--- config.mk ---
export PLATFORM = sky130hd
export DESIGN_NAME = weekly_schedule_alarm_with_quiet_window_unit
export DESIGN_NICKNAME = d
export VERILOG_FILES = /design/src/rtl/wsa_pkg.sv /design/src/rtl/wsa_useq.sv /design/src/rtl/wsa_dpath.sv /design/src/rtl/weekly_schedule_alarm_with_quiet_window_unit.sv
export VERILOG_INCLUDE_DIRS = /design/src /design/src/rtl
export SDC_FILE = /design/constraint.sdc
export NUM_CORES = 1
export LEC_CHECK = 0
export BUFFER_PORTS_ARGS = -buffer_cell sky130_fd_sc_hd__clkbuf_2
export CORE_ASPECT_RATIO = 1.75
export CORE_MARGIN = 2
export CORE_UTILIZATION = 25
export DETAILED_ROUTE_END_ITERATION = 12
export PLACE_DENSITY = 0.5
export REMOVE_ABC_BUFFERS = 1
export SETUP_SLACK_MARGIN = 0.02
export SYNTH_ARGS = -nofsm -noshare
export SYNTH_HDL_FRONTEND = slang
export SYNTH_HIERARCHICAL = 1
export SYNTH_SLANG_ARGS = --single-unit
--- constraint.sdc ---
create_clock -name clk_i -period 9.6 [get_ports clk_i]
set_input_delay 0.96 -clock clk_i [delete_from_list [all_inputs] [get_ports clk_i]]
set_output_delay 0.96 -clock clk_i [all_outputs]
set_load 0.02 [all_outputs]
--- src/rtl/weekly_schedule_alarm_with_quiet_window_unit_macros.svh ---
// Assertion helpers used by the top-level unit to check its own behavior.
// Each macro expects clk_i and rst_ni in scope.
`ifndef WEEKLY_SCHEDULE_ALARM_WITH_QUIET_WINDOW_UNIT_MACROS_SVH
`define WEEKLY_SCHEDULE_ALARM_WITH_QUIET_WINDOW_UNIT_MACROS_SVH

// Consequent must hold in the same cycle as the antecedent.
`define WSA_ASSERT_SAME(lbl, ante, cons, msg) \
  lbl: assert property (@(posedge clk_i) disable iff (!rst_ni) (ante) |-> (cons)) \
    else $error(msg);

// Consequent must hold in the cycle after the antecedent.
`define WSA_ASSERT_NEXT(lbl, ante, cons, msg) \
  lbl: assert property (@(posedge clk_i) disable iff (!rst_ni) (ante) |=> (cons)) \
    else $error(msg);

`endif

--- src/rtl/wsa_pkg.sv ---
package wsa_pkg;

  typedef enum logic [2:0] {
    EV_QUIET_ON  = 3'd0,
    EV_QUIET_OFF = 3'd1,
    EV_START     = 3'd2,
    EV_EXPIRED   = 3'd3,
    EV_DONE      = 3'd4
  } event_e;

  typedef enum logic [2:0] {
    REG_QUIET_ENABLE       = 3'd0,
    REG_QUIET_START_HOUR   = 3'd1,
    REG_QUIET_START_MINUTE = 3'd2,
    REG_QUIET_END_HOUR     = 3'd3,
    REG_QUIET_END_MINUTE   = 3'd4,
    REG_QUIET_CROSSES      = 3'd5,
    REG_SCHEDULE_ENABLE    = 3'd6,
    REG_ENTRIES_IN_USE     = 3'd7
  } cfg_reg_e;

  localparam int unsigned CfgDataW = 6;

  typedef struct packed {
    logic       quiet_enable;
    logic [4:0] quiet_start_hour;
    logic [5:0] quiet_start_minute;
    logic [4:0] quiet_end_hour;
    logic [5:0] quiet_end_minute;
    logic       quiet_crosses_midnight;
    logic       schedule_enable;
    logic [3:0] entries_in_use;
  } cfg_t;

  typedef struct packed {
    logic       valid;
    logic [6:0] days;
    logic [4:0] hour;
    logic [5:0] minute;
  } entry_t;

  typedef enum logic [2:0] {
    UOP_LOCK,
    UOP_QUIET,
    UOP_SCAN_INIT,
    UOP_ENTRY_START,
    UOP_ENTRY_EXPIRE,
    UOP_DONE,
    UOP_WRITE
  } uop_e;

  typedef enum logic [2:0] {
    J_NEXT,
    J_ALWAYS,
    J_WRITE,
    J_NOSCAN,
    J_MORE,
    J_END
  } jcond_e;

  typedef logic [2:0] upc_t;

  typedef struct packed {
    uop_e   op;
    jcond_e cond;
    upc_t   target;
  } uword_t;

  localparam upc_t PcEntry = 3'd3;
  localparam upc_t PcDone  = 3'd5;
  localparam upc_t PcWrite = 3'd6;

  // Microprogram. A write item branches away at the first step, which then
  // acts only for ticks.
  function automatic uword_t ucode(upc_t pc);
    uword_t w;
    case (pc)
      3'd0:    w = '{op: UOP_LOCK,         cond: J_WRITE,  target: PcWrite};
      3'd1:    w = '{op: UOP_QUIET,        cond: J_NEXT,   target: PcDone};
      3'd2:    w = '{op: UOP_SCAN_INIT,    cond: J_NOSCAN, target: PcDone};
      3'd3:    w = '{op: UOP_ENTRY_START,  cond: J_NEXT,   target: PcDone};
      3'd4:    w = '{op: UOP_ENTRY_EXPIRE, cond: J_MORE,   target: PcEntry};
      3'd5:    w = '{op: UOP_DONE,         cond: J_END,    target: PcDone};
      3'd6:    w = '{op: UOP_WRITE,        cond: J_ALWAYS, target: PcDone};
      default: w = '{op: UOP_DONE,         cond: J_END,    target: PcDone};
    endcase
    return w;
  endfunction

  typedef struct packed {
    logic load;
    logic run;
    uop_e op;
  } ctrl_t;

  typedef struct packed {
    logic is_write;
    logic no_scan;
    logic more;
  } stat_t;

  typedef enum logic {
    SEQ_IDLE,
    SEQ_RUN
  } seq_state_e;

endpackage

--- src/rtl/wsa_useq.sv ---
module wsa_useq (
  input  logic           clk_i,
  input  logic           rst_ni,
  input  logic           start_i,
  input  wsa_pkg::stat_t stat_i,
  output logic           busy_o,
  output wsa_pkg::ctrl_t ctrl_o
);

  wsa_pkg::seq_state_e state_q, state_d;
  wsa_pkg::upc_t       pc_q, pc_d;
  wsa_pkg::uword_t     uw;
  logic                take_jump;

  assign uw = wsa_pkg::ucode(pc_q);

  always_comb begin
    case (uw.cond)
      wsa_pkg::J_ALWAYS: take_jump = 1'b1;
      wsa_pkg::J_WRITE:  take_jump = stat_i.is_write;
      wsa_pkg::J_NOSCAN: take_jump = stat_i.no_scan;
      wsa_pkg::J_MORE:   take_jump = stat_i.more;
      default:           take_jump = 1'b0;
    endcase
  end

  always_comb begin
    state_d = state_q;
    pc_d    = pc_q;
    unique case (state_q)
      wsa_pkg::SEQ_IDLE: begin
        pc_d = '0;
        if (start_i) begin
          state_d = wsa_pkg::SEQ_RUN;
        end
      end
      wsa_pkg::SEQ_RUN: begin
        if (uw.cond == wsa_pkg::J_END) begin
          state_d = wsa_pkg::SEQ_IDLE;
          pc_d    = '0;
        end else if (take_jump) begin
          pc_d = uw.target;
        end else begin
          pc_d = pc_q + 3'd1;
        end
      end
    endcase
  end

  always_comb begin
    busy_o      = 1'b0;
    ctrl_o.load = 1'b0;
    ctrl_o.run  = 1'b0;
    ctrl_o.op   = uw.op;
    unique case (state_q)
      wsa_pkg::SEQ_IDLE: begin
        ctrl_o.load = start_i;
      end
      wsa_pkg::SEQ_RUN: begin
        busy_o     = 1'b1;
        ctrl_o.run = 1'b1;
      end
    endcase
  end

  always_ff @(posedge clk_i or negedge rst_ni) begin
    if (!rst_ni) begin
      state_q <= wsa_pkg::SEQ_IDLE;
      pc_q    <= '0;
    end else begin
      state_q <= state_d;
      pc_q    <= pc_d;
    end
  end

endmodule

--- src/rtl/wsa_dpath.sv ---
module wsa_dpath #(
  parameter int unsigned MAX_ENTRIES = 8,
  parameter int unsigned LOCKOUT_MS  = 60000
) (
  input  logic           clk_i,
  input  logic           rst_ni,
  input  wsa_pkg::ctrl_t ctrl_i,
  input  wsa_pkg::cfg_t  cfg_i,
  input  logic           action_i,
  input  logic [2:0]     now_weekday_i,
  input  logic [4:0]     now_hour_i,
  input  logic [5:0]     now_minute_i,
  input  logic [31:0]    now_ms_i,
  input  logic [2:0]     slot_i,
  input  logic           slot_valid_i,
  input  logic [6:0]     slot_days_i,
  input  logic [4:0]     slot_hour_i,
  input  logic [5:0]     slot_minute_i,
  output wsa_pkg::stat_t stat_o,
  output logic           out_valid_o,
  output logic [2:0]     event_kind_o,
  output logic [2:0]     event_slot_o,
  output logic           last_o
);

  localparam int unsigned IW = (MAX_ENTRIES > 1) ? $clog2(MAX_ENTRIES) : 1;
  localparam int unsigned CW = (IW > 4) ? IW : 4;

  // Latched item.
  logic        action_q;
  logic [2:0]  wday_q;
  logic [4:0]  hour_q;
  logic [5:0]  minute_q;
  logic [31:0] ms_q;
  logic [2:0]  slot_q;
  wsa_pkg::entry_t wr_entry_q;

  wsa_pkg::entry_t table_q [MAX_ENTRIES];

  logic          quiet_active_q, quiet_active_d;
  logic          locked_q, locked_d;
  logic [31:0]   lock_time_q, lock_time_d;
  logic [CW-1:0] idx_q, idx_d;
  logic          hit_q, hit_d;

  logic            emit_v, emit_last;
  wsa_pkg::event_e emit_kind, kind_q;
  logic [2:0]      emit_slot, slot_out_q;
  logic            last_q, out_valid_q;

  logic            wr_en, clr_en;
  logic [CW-1:0]   slot_w, count_w;
  logic [3:0]      count;
  wsa_pkg::entry_t cur;
  logic [6:0]      day_bit;
  logic            now_quiet, entry_quiet, match;
  logic [31:0]     elapsed;

  function automatic logic in_window(logic [4:0] h, logic [5:0] m, wsa_pkg::cfg_t c);
    logic [10:0] t, s, e;
    t = {h, m};
    s = {c.quiet_start_hour, c.quiet_start_minute};
    e = {c.quiet_end_hour, c.quiet_end_minute};
    if (c.quiet_crosses_midnight) begin
      return (t >= s) || (t <= e);
    end
    return (s <= t) && (t <= e);
  endfunction

  // Sunday sits in the top mask bit; weekday seven selects no day.
  always_comb begin
    case (wday_q)
      3'd0:    day_bit = 7'h40;
      3'd7:    day_bit = 7'h00;
      default: day_bit = 7'(7'h01 << (wday_q - 3'd1));
    endcase
  end

  assign count   = (32'(cfg_i.entries_in_use) > MAX_ENTRIES) ? 4'(MAX_ENTRIES)
                                                             : cfg_i.entries_in_use;
  assign count_w = CW'(count);
  assign slot_w  = CW'(slot_q);
  assign cur     = table_q[idx_q[IW-1:0]];
  assign elapsed = ms_q - lock_time_q;

  assign now_quiet   = in_window(hour_q, minute_q, cfg_i);
  assign entry_quiet = cfg_i.quiet_enable && in_window(cur.hour, cur.minute, cfg_i);
  assign match = cur.valid && !entry_quiet &&
                 ((cur.days == 7'd0) || ((cur.days & day_bit) != 7'd0)) &&
                 (cur.hour == hour_q) && (cur.minute == minute_q);

  assign stat_o.is_write = action_q;
  assign stat_o.no_scan  = !cfg_i.schedule_enable || (count == 4'd0);
  assign stat_o.more     = (idx_q + CW'(1)) < count_w;

  always_comb begin
    quiet_active_d = quiet_active_q;
    locked_d       = locked_q;
    lock_time_d    = lock_time_q;
    idx_d          = idx_q;
    hit_d          = hit_q;
    emit_v         = 1'b0;
    emit_kind      = wsa_pkg::EV_DONE;
    emit_slot      = 3'd0;
    emit_last      = 1'b0;
    wr_en          = 1'b0;
    clr_en         = 1'b0;
    if (ctrl_i.run) begin
      case (ctrl_i.op)
        wsa_pkg::UOP_LOCK: begin
          if (!action_q && (elapsed > 32'(LOCKOUT_MS))) begin
            locked_d    = 1'b0;
            lock_time_d = ms_q;
          end
        end
        wsa_pkg::UOP_QUIET: begin
          if (cfg_i.quiet_enable && now_quiet && !quiet_active_q) begin
            emit_v         = 1'b1;
            emit_kind      = wsa_pkg::EV_QUIET_ON;
            quiet_active_d = 1'b1;
          end else if ((!now_quiet || !cfg_i.quiet_enable) && quiet_active_q) begin
            emit_v         = 1'b1;
            emit_kind      = wsa_pkg::EV_QUIET_OFF;
            quiet_active_d = 1'b0;
          end
        end
        wsa_pkg::UOP_SCAN_INIT: begin
          idx_d = '0;
        end
        wsa_pkg::UOP_ENTRY_START: begin
          hit_d = match;
          if (match && !locked_q) begin
            emit_v      = 1'b1;
            emit_kind   = wsa_pkg::EV_START;
            emit_slot   = idx_q[2:0];
            locked_d    = 1'b1;
            lock_time_d = ms_q;
          end
        end
        wsa_pkg::UOP_ENTRY_EXPIRE: begin
          if (hit_q && (cur.days == 7'd0)) begin
            emit_v    = 1'b1;
            emit_kind = wsa_pkg::EV_EXPIRED;
            emit_slot = idx_q[2:0];
            clr_en    = 1'b1;
          end
          idx_d = idx_q + CW'(1);
        end
        wsa_pkg::UOP_DONE: begin
          emit_v    = 1'b1;
          emit_kind = wsa_pkg::EV_DONE;
          emit_last = 1'b1;
        end
        wsa_pkg::UOP_WRITE: begin
          wr_en = (32'(slot_q) < MAX_ENTRIES);
        end
        default: ;
      endcase
    end
  end

  always_ff @(posedge clk_i) begin
    if (ctrl_i.load) begin
      action_q   <= action_i;
      wday_q     <= now_weekday_i;
      hour_q     <= now_hour_i;
      minute_q   <= now_minute_i;
      ms_q       <= now_ms_i;
      slot_q     <= slot_i;
      wr_entry_q <= '{valid: slot_valid_i, days: slot_days_i,
                      hour: slot_hour_i, minute: slot_minute_i};
    end
    if (wr_en) begin
      table_q[slot_w[IW-1:0]] <= wr_entry_q;
    end else if (clr_en) begin
      table_q[idx_q[IW-1:0]].valid <= 1'b0;
    end
    idx_q      <= idx_d;
    hit_q      <= hit_d;
    kind_q     <= emit_kind;
    slot_out_q <= emit_slot;
    last_q     <= emit_last;
  end

  always_ff @(posedge clk_i or negedge rst_ni) begin
    if (!rst_ni) begin
      quiet_active_q <= 1'b0;
      locked_q       <= 1'b0;
      lock_time_q    <= '0;
      out_valid_q    <= 1'b0;
    end else begin
      quiet_active_q <= quiet_active_d;
      locked_q       <= locked_d;
      lock_time_q    <= lock_time_d;
      out_valid_q    <= emit_v;
    end
  end

  assign out_valid_o  = out_valid_q;
  assign event_kind_o = kind_q;
  assign event_slot_o = slot_out_q;
  assign last_o       = last_q;

endmodule

--- src/rtl/weekly_schedule_alarm_with_quiet_window_unit.sv ---
// Channel   Handshake              Payload
// -------   ---------------------  ---------------------------------------------
// item in   start_i while !busy_o  action_i, now_*_i, slot_*_i
// result    out_valid_o strobe     event_kind_o, event_slot_o, last_o
// config    cfg_we_i               cfg_idx_i, cfg_data_i
//
// busy_o stays high while the microprogram runs: a write item takes the lock, write and done steps;
// a tick takes the lock, quiet, scan-init and done steps, and two steps per entry scanned.
// Each result appears in the cycle after the step that makes it, for one cycle only.
// The next item may be accepted while the done result is still on the outputs.
// Reset clears the lockout, quiet state and configuration; table contents are
// undefined until written.
`include "weekly_schedule_alarm_with_quiet_window_unit_macros.svh"

module weekly_schedule_alarm_with_quiet_window_unit #(
  parameter int unsigned MAX_ENTRIES = 8,
  parameter int unsigned LOCKOUT_MS  = 60000
) (
  input  logic                         clk_i,
  input  logic                         rst_ni,
  input  logic                         start_i,
  output logic                         busy_o,
  input  logic                         action_i,
  input  logic [2:0]                   now_weekday_i,
  input  logic [4:0]                   now_hour_i,
  input  logic [5:0]                   now_minute_i,
  input  logic [31:0]                  now_ms_i,
  input  logic [2:0]                   slot_i,
  input  logic                         slot_valid_i,
  input  logic [6:0]                   slot_days_i,
  input  logic [4:0]                   slot_hour_i,
  input  logic [5:0]                   slot_minute_i,
  input  logic                         cfg_we_i,
  input  logic [2:0]                   cfg_idx_i,
  input  logic [wsa_pkg::CfgDataW-1:0] cfg_data_i,
  output logic                         out_valid_o,
  output logic [2:0]                   event_kind_o,
  output logic [2:0]                   event_slot_o,
  output logic                         last_o
);

  wsa_pkg::cfg_t  cfg_q, cfg_d;
  wsa_pkg::ctrl_t ctrl;
  wsa_pkg::stat_t stat;

  always_comb begin
    cfg_d = cfg_q;
    if (cfg_we_i) begin
      unique case (wsa_pkg::cfg_reg_e'(cfg_idx_i))
        wsa_pkg::REG_QUIET_ENABLE:       cfg_d.quiet_enable = cfg_data_i[0];
        wsa_pkg::REG_QUIET_START_HOUR:   cfg_d.quiet_start_hour = cfg_data_i[4:0];
        wsa_pkg::REG_QUIET_START_MINUTE: cfg_d.quiet_start_minute = cfg_data_i[5:0];
        wsa_pkg::REG_QUIET_END_HOUR:     cfg_d.quiet_end_hour = cfg_data_i[4:0];
        wsa_pkg::REG_QUIET_END_MINUTE:   cfg_d.quiet_end_minute = cfg_data_i[5:0];
        wsa_pkg::REG_QUIET_CROSSES:      cfg_d.quiet_crosses_midnight = cfg_data_i[0];
        wsa_pkg::REG_SCHEDULE_ENABLE:    cfg_d.schedule_enable = cfg_data_i[0];
        wsa_pkg::REG_ENTRIES_IN_USE:     cfg_d.entries_in_use = cfg_data_i[3:0];
        default: ;
      endcase
    end
  end

  always_ff @(posedge clk_i or negedge rst_ni) begin
    if (!rst_ni) begin
      cfg_q <= '0;
    end else begin
      cfg_q <= cfg_d;
    end
  end

  wsa_useq u_useq (
    .clk_i  (clk_i),
    .rst_ni (rst_ni),
    .start_i(start_i),
    .stat_i (stat),
    .busy_o (busy_o),
    .ctrl_o (ctrl)
  );

  wsa_dpath #(
    .MAX_ENTRIES(MAX_ENTRIES),
    .LOCKOUT_MS (LOCKOUT_MS)
  ) u_dpath (
    .clk_i        (clk_i),
    .rst_ni       (rst_ni),
    .ctrl_i       (ctrl),
    .cfg_i        (cfg_q),
    .action_i     (action_i),
    .now_weekday_i(now_weekday_i),
    .now_hour_i   (now_hour_i),
    .now_minute_i (now_minute_i),
    .now_ms_i     (now_ms_i),
    .slot_i       (slot_i),
    .slot_valid_i (slot_valid_i),
    .slot_days_i  (slot_days_i),
    .slot_hour_i  (slot_hour_i),
    .slot_minute_i(slot_minute_i),
    .stat_o       (stat),
    .out_valid_o  (out_valid_o),
    .event_kind_o (event_kind_o),
    .event_slot_o (event_slot_o),
    .last_o       (last_o)
  );

  `WSA_ASSERT_NEXT(a_accept_busy, start_i && !busy_o, busy_o, "accepted item did not start")
  `WSA_ASSERT_SAME(a_last_done, out_valid_o && last_o, event_kind_o == wsa_pkg::EV_DONE,
                   "final result is not done")
  `WSA_ASSERT_SAME(a_done_idle, out_valid_o && last_o, !busy_o,
                   "sequencer still busy when done is shown")
  `WSA_ASSERT_SAME(a_idle_quiet, out_valid_o && !busy_o, last_o,
                   "non-final result while idle")

endmodule
==> impl_metrics.yaml <==
run_status:
  status: "finished, final reports clean"
layout:
  area_growth_pct: 15.3
  antennaDiodeCount: 0
  post-route-util: 0.291
  layout-drive-gt1-share: 0.193
  fill_cells: 6162
  register_area_sq_um: 8690
  multi_input_area_sq_um: 5990
  nets: 1402
yosys:
  synth_edf_count: 226
  ys_seq_elements: 304
  yosys_warnings: 6
  syn_area_per_cell_sq_um: 13.4
  synthAdderAreaFrac: 0.0750
  synth_simple_gate_area_frac: 0.0922
  synth_compound_area_frac: 0.0828
  yosysUniqueCellTypes: 73
  syn_inst: 1135
  synthMuxAreaShare: 0.123
  seq_area_frac_synth: 0.571
  synth-xor-area-share: 0.0207
  synth_top_family_by_area: "multiplexers"
  synth_area_sq_um: 15200
  synthArstFlopShare: 0.224
  ys.flop_type: "edfxtp_1"
power:
  seqPwrFrac: 0.351
  power_frac_clock: 0.230
  total_power_w: 0.00510
  switchingPower_w: 0.00190
  combPwrFrac: 0.419
  peakVddDrop_mv: 0.122
  internal_power_w: 0.00320
  cellLeakagePower_nw: 6.61
  power_density_nw_per_um2: 291
  swShare: 0.373
clock_network:
  cts.clk_slew.worst_paths_ns: 0.07
  cts_sinks: 304
  clock_path_buffers: 3
  clock_latency_ns: 0.59
  cts-htree-levels: 1
  cts_buffers: 30
  cts_root_buf: "clkbuf_16"
  cts_setup_buffers: 0
  cts-resized-gates: 0
  tritoncts: "built"
  cts_hold_buf: 0
placed_design:
  dp.final_hpwl_um: 26500
  port_buffers: 90
  gp_congestion: 0.872
critical_path:
  crit_type: "reg2reg"
  worstPathCellList: "buf_4, mux4_2, mux2i_1, inv_1, ha_1, nor2b_1, o21ai_0, a21oi_1, nor4bb_1, a211o_1, maj3_1, a211o_1, nor3_2, nand2_1, o21ai_4, mux2_1"
  cp_common_cell: "a211o_1"
  worstPathArrival_ns: 5.64
  crit_required_ns: 10.04
  endpoint_kind: "flip-flop"
  cp_max_fo: 32
  crit_slowest_cell: "dfxtp_2"
  critPathLaunchType: "flip-flop"
  slowest_delay_ns: 0.61
sta:
  maxSlewViolCount: 0
  grt_setup_unrepaired: "no"
  period_minus_slack_ns: 5.21
  fmax_mhz: 192
  fin_crit_sh: 0.542
  hold_viol_final: 0
  relSlewSlack: 0.243
  setup_violations: 0
  tns_ns: 0
  worstMarginPinSlew_ns: 1.13
  clock_skew_ns: 0.0345
  whs_ns: 0.256
flow_run:
  drv_cap: 0
die:
  core-area_sq_um: 60200
  die_area_sq_um: 62900
  row_count: 119
  fp.dieW_um: 190
  io_pins: 91
  start_util: 0.253
  die_y_um: 330
global_routing:
  grt_overflow: 0
  grt_pass1_vias: 9978
  grt.total_usage: 0.117
  antenna_found_initial: 0
  grt_first_pass_wirelength_um: 56900
  grt_max_degree: 65
drt:
  wl_met3_um: 1360
  vias: 9403
  drtIter0Drc: 529
  ant_nets: 0
  wirelength_um: 36300
  wl_per_cell_um: 17.8
  drc_errors: 0
  viasPerCell: 4.61
  wl_met1_um: 14500
  top_layer: "met4"
  drtPass1Iterations: 7
  wl_met2_um: 19100
worst_hold_path:
  min_path_type: "in2async"
==> routing by layer <==
metal	track usage	up-vias
met5	0	-
met4	0.0492	0
met3	0.0156	63
met2	0.218	197
met1	0.132	4664
li1	-	4479
==> metrics by stage <==
step | instance area [sq um] | std cells | worst slack, ns
after CTS | 17500 | 2041 | 4.31
after floorplan | 15000 | 1095 | 4.29
final | 17500 | 2041 | 4.39
after detailed placement | 16500 | 1985 | 4.37
after global placement | 16500 | 1985 | 4.37
after global routing | 17500 | 2041 | 3.97
==> cells by family after synthesis <==
group | count (synthesis)
compound gates | 193
flops | 304
xor+xnor | 36
mux | 123
fa+ha+maj | 91
simple gates | 262
buf+inv | 126
==> registers in the layout, summed over array words and instances, names as in the netlist, 3 cells and up, named ones only <==
register and flops:
cfg_q 29, u_dpath/wr_entry_q 19, u_dpath/idx_q 4, u_dpath/event_slot_o 3, u_dpath/minute_q 6, u_dpath/slot_q 3, u_dpath/wday_q 3, u_dpath/table_q 152
u_useq/pc_q 3, u_dpath/event_kind_o 3, u_dpath/lock_time_q 32, u_dpath/ms_q 32, u_dpath/hour_q 5
==> cell type report <==
class / instances / area share
tap: 786 / 0.0561
clock inverter: 19 / 0.00999
sequential: 304 / 0.496
clock buffer: 37 / 0.0461
multi-input combinational: 705 / 0.342
inverter: 86 / 0.0184
timing repair buffer: 104 / 0.0318
==> cells in the mapped netlist, types with 10 or more instances <==
cell / count / area [sq um]
nand4_1: 26 / 163
mux2_2: 23 / 259
o21a_1: 16 / 120
inv_1: 86 / 323
xor2_1: 12 / 105
mux2i_1: 16 / 160
mux4_2: 40 / 901
edfxtp_1: 226 / 6790
a21o_1: 15 / 113
nand2_1: 53 / 199
nor2_1: 56 / 210
mux2_4: 13 / 195
nor3_1: 18 / 90.1
and2_1: 30 / 188
clkbuf_1: 24 / 90.1
dfxtp_1: 10 / 200
ha_1: 88 / 1100
mux2_1: 31 / 349
a31oi_1: 14 / 87.6
o21ai_0: 42 / 210
dfrtp_1: 68 / 1700
a21oi_1: 46 / 230
nand3_1: 17 / 85.1
xnor2_1: 24 / 210
nor2b_1: 12 / 75.1
==> power by group through the flow <==
stage	registers, W	clock network, W	logic [W]
finish	0.00179	0.00117	0.00214
global route	0.00182	0.00127	0.00240
CTS	0.00179	0.00123	0.00215
detailed placement	0.00182	0	0.00214
global placement	0.00181	0	0.00211
floorplan	0.00183	0	0.00156
==> worst max-delay path: cells and delay by family (launching register included) <==
family	cells	cell delay [ns]
adders and majority gates	2	0.54
muxes	3	1.25
AOI/OAI and AO/OA	5	1.43
buffers and inverters	2	0.59
DFF	1	0.61
and+or+nand+nor	4	0.55
==> cells in the final DEF, fill, tap and decap left out, drive strengths merged, types with 8 or more instances in the layout <==
| cell type | Yosys | layout |
|---|---|---|
| o211ai | 8 | 8 |
| edfxtp | 226 | 226 |
| ha | 88 | 88 |
| nand2b | 9 | 9 |
| nor2b | 12 | 12 |
| mux2i | 16 | 16 |
| nand2 | 53 | 53 |
| xnor2 | 24 | 24 |
| nor3 | 19 | 19 |
| buf | 16 | 15 |
| a21oi | 46 | 46 |
| nor2 | 56 | 56 |
| dfrtp | 68 | 68 |
| a31oi | 14 | 14 |
| mux2 | 67 | 67 |
| and2 | 30 | 30 |
| o21a | 16 | 16 |
| nand4 | 26 | 26 |
| nand3 | 17 | 17 |
| inv | 86 | 91 |
| o21ai | 43 | 43 |
| mux4 | 40 | 40 |
| dfxtp | 10 | 10 |
| a21o | 15 | 15 |
| xor2 | 12 | 12 |
| clkinv | 0 | 8 |
| clkbuf | 24 | 126 |
==> final timing paths <==
| check | startpoint | to | slack [ns] | cells past startpoint |
|---|---|---|---|---|
| setup / recovery | flip-flop | u_dpath/lock_time_q[0]$_DFFE_PN0P_ | 4.39 | 16 |
| hold / removal | rst_ni | u_dpath/lock_time_q[6]$_DFFE_PN0P_ | 0.26 | 1 |
| setup reg to reg | flip-flop | u_dpath/lock_time_q[0]$_DFFE_PN0P_ | 4.39 | 16 |
| hold reg to reg | u_dpath/lock_time_q[30]$_DFFE_PN0P_ | u_dpath/lock_time_q[30]$_DFFE_PN0P_ | 0.48 | 1 |
| max in group asynchronous | rst_ni | u_useq/state_q$_DFF_PN0_ | 8.39 | 2 |
| min in group clk_i | u_dpath/lock_time_q[30]$_DFFE_PN0P_ | u_dpath/lock_time_q[30]$_DFFE_PN0P_ | 0.48 | 1 |
Note: power is estimated with default switching activity, not from simulation.
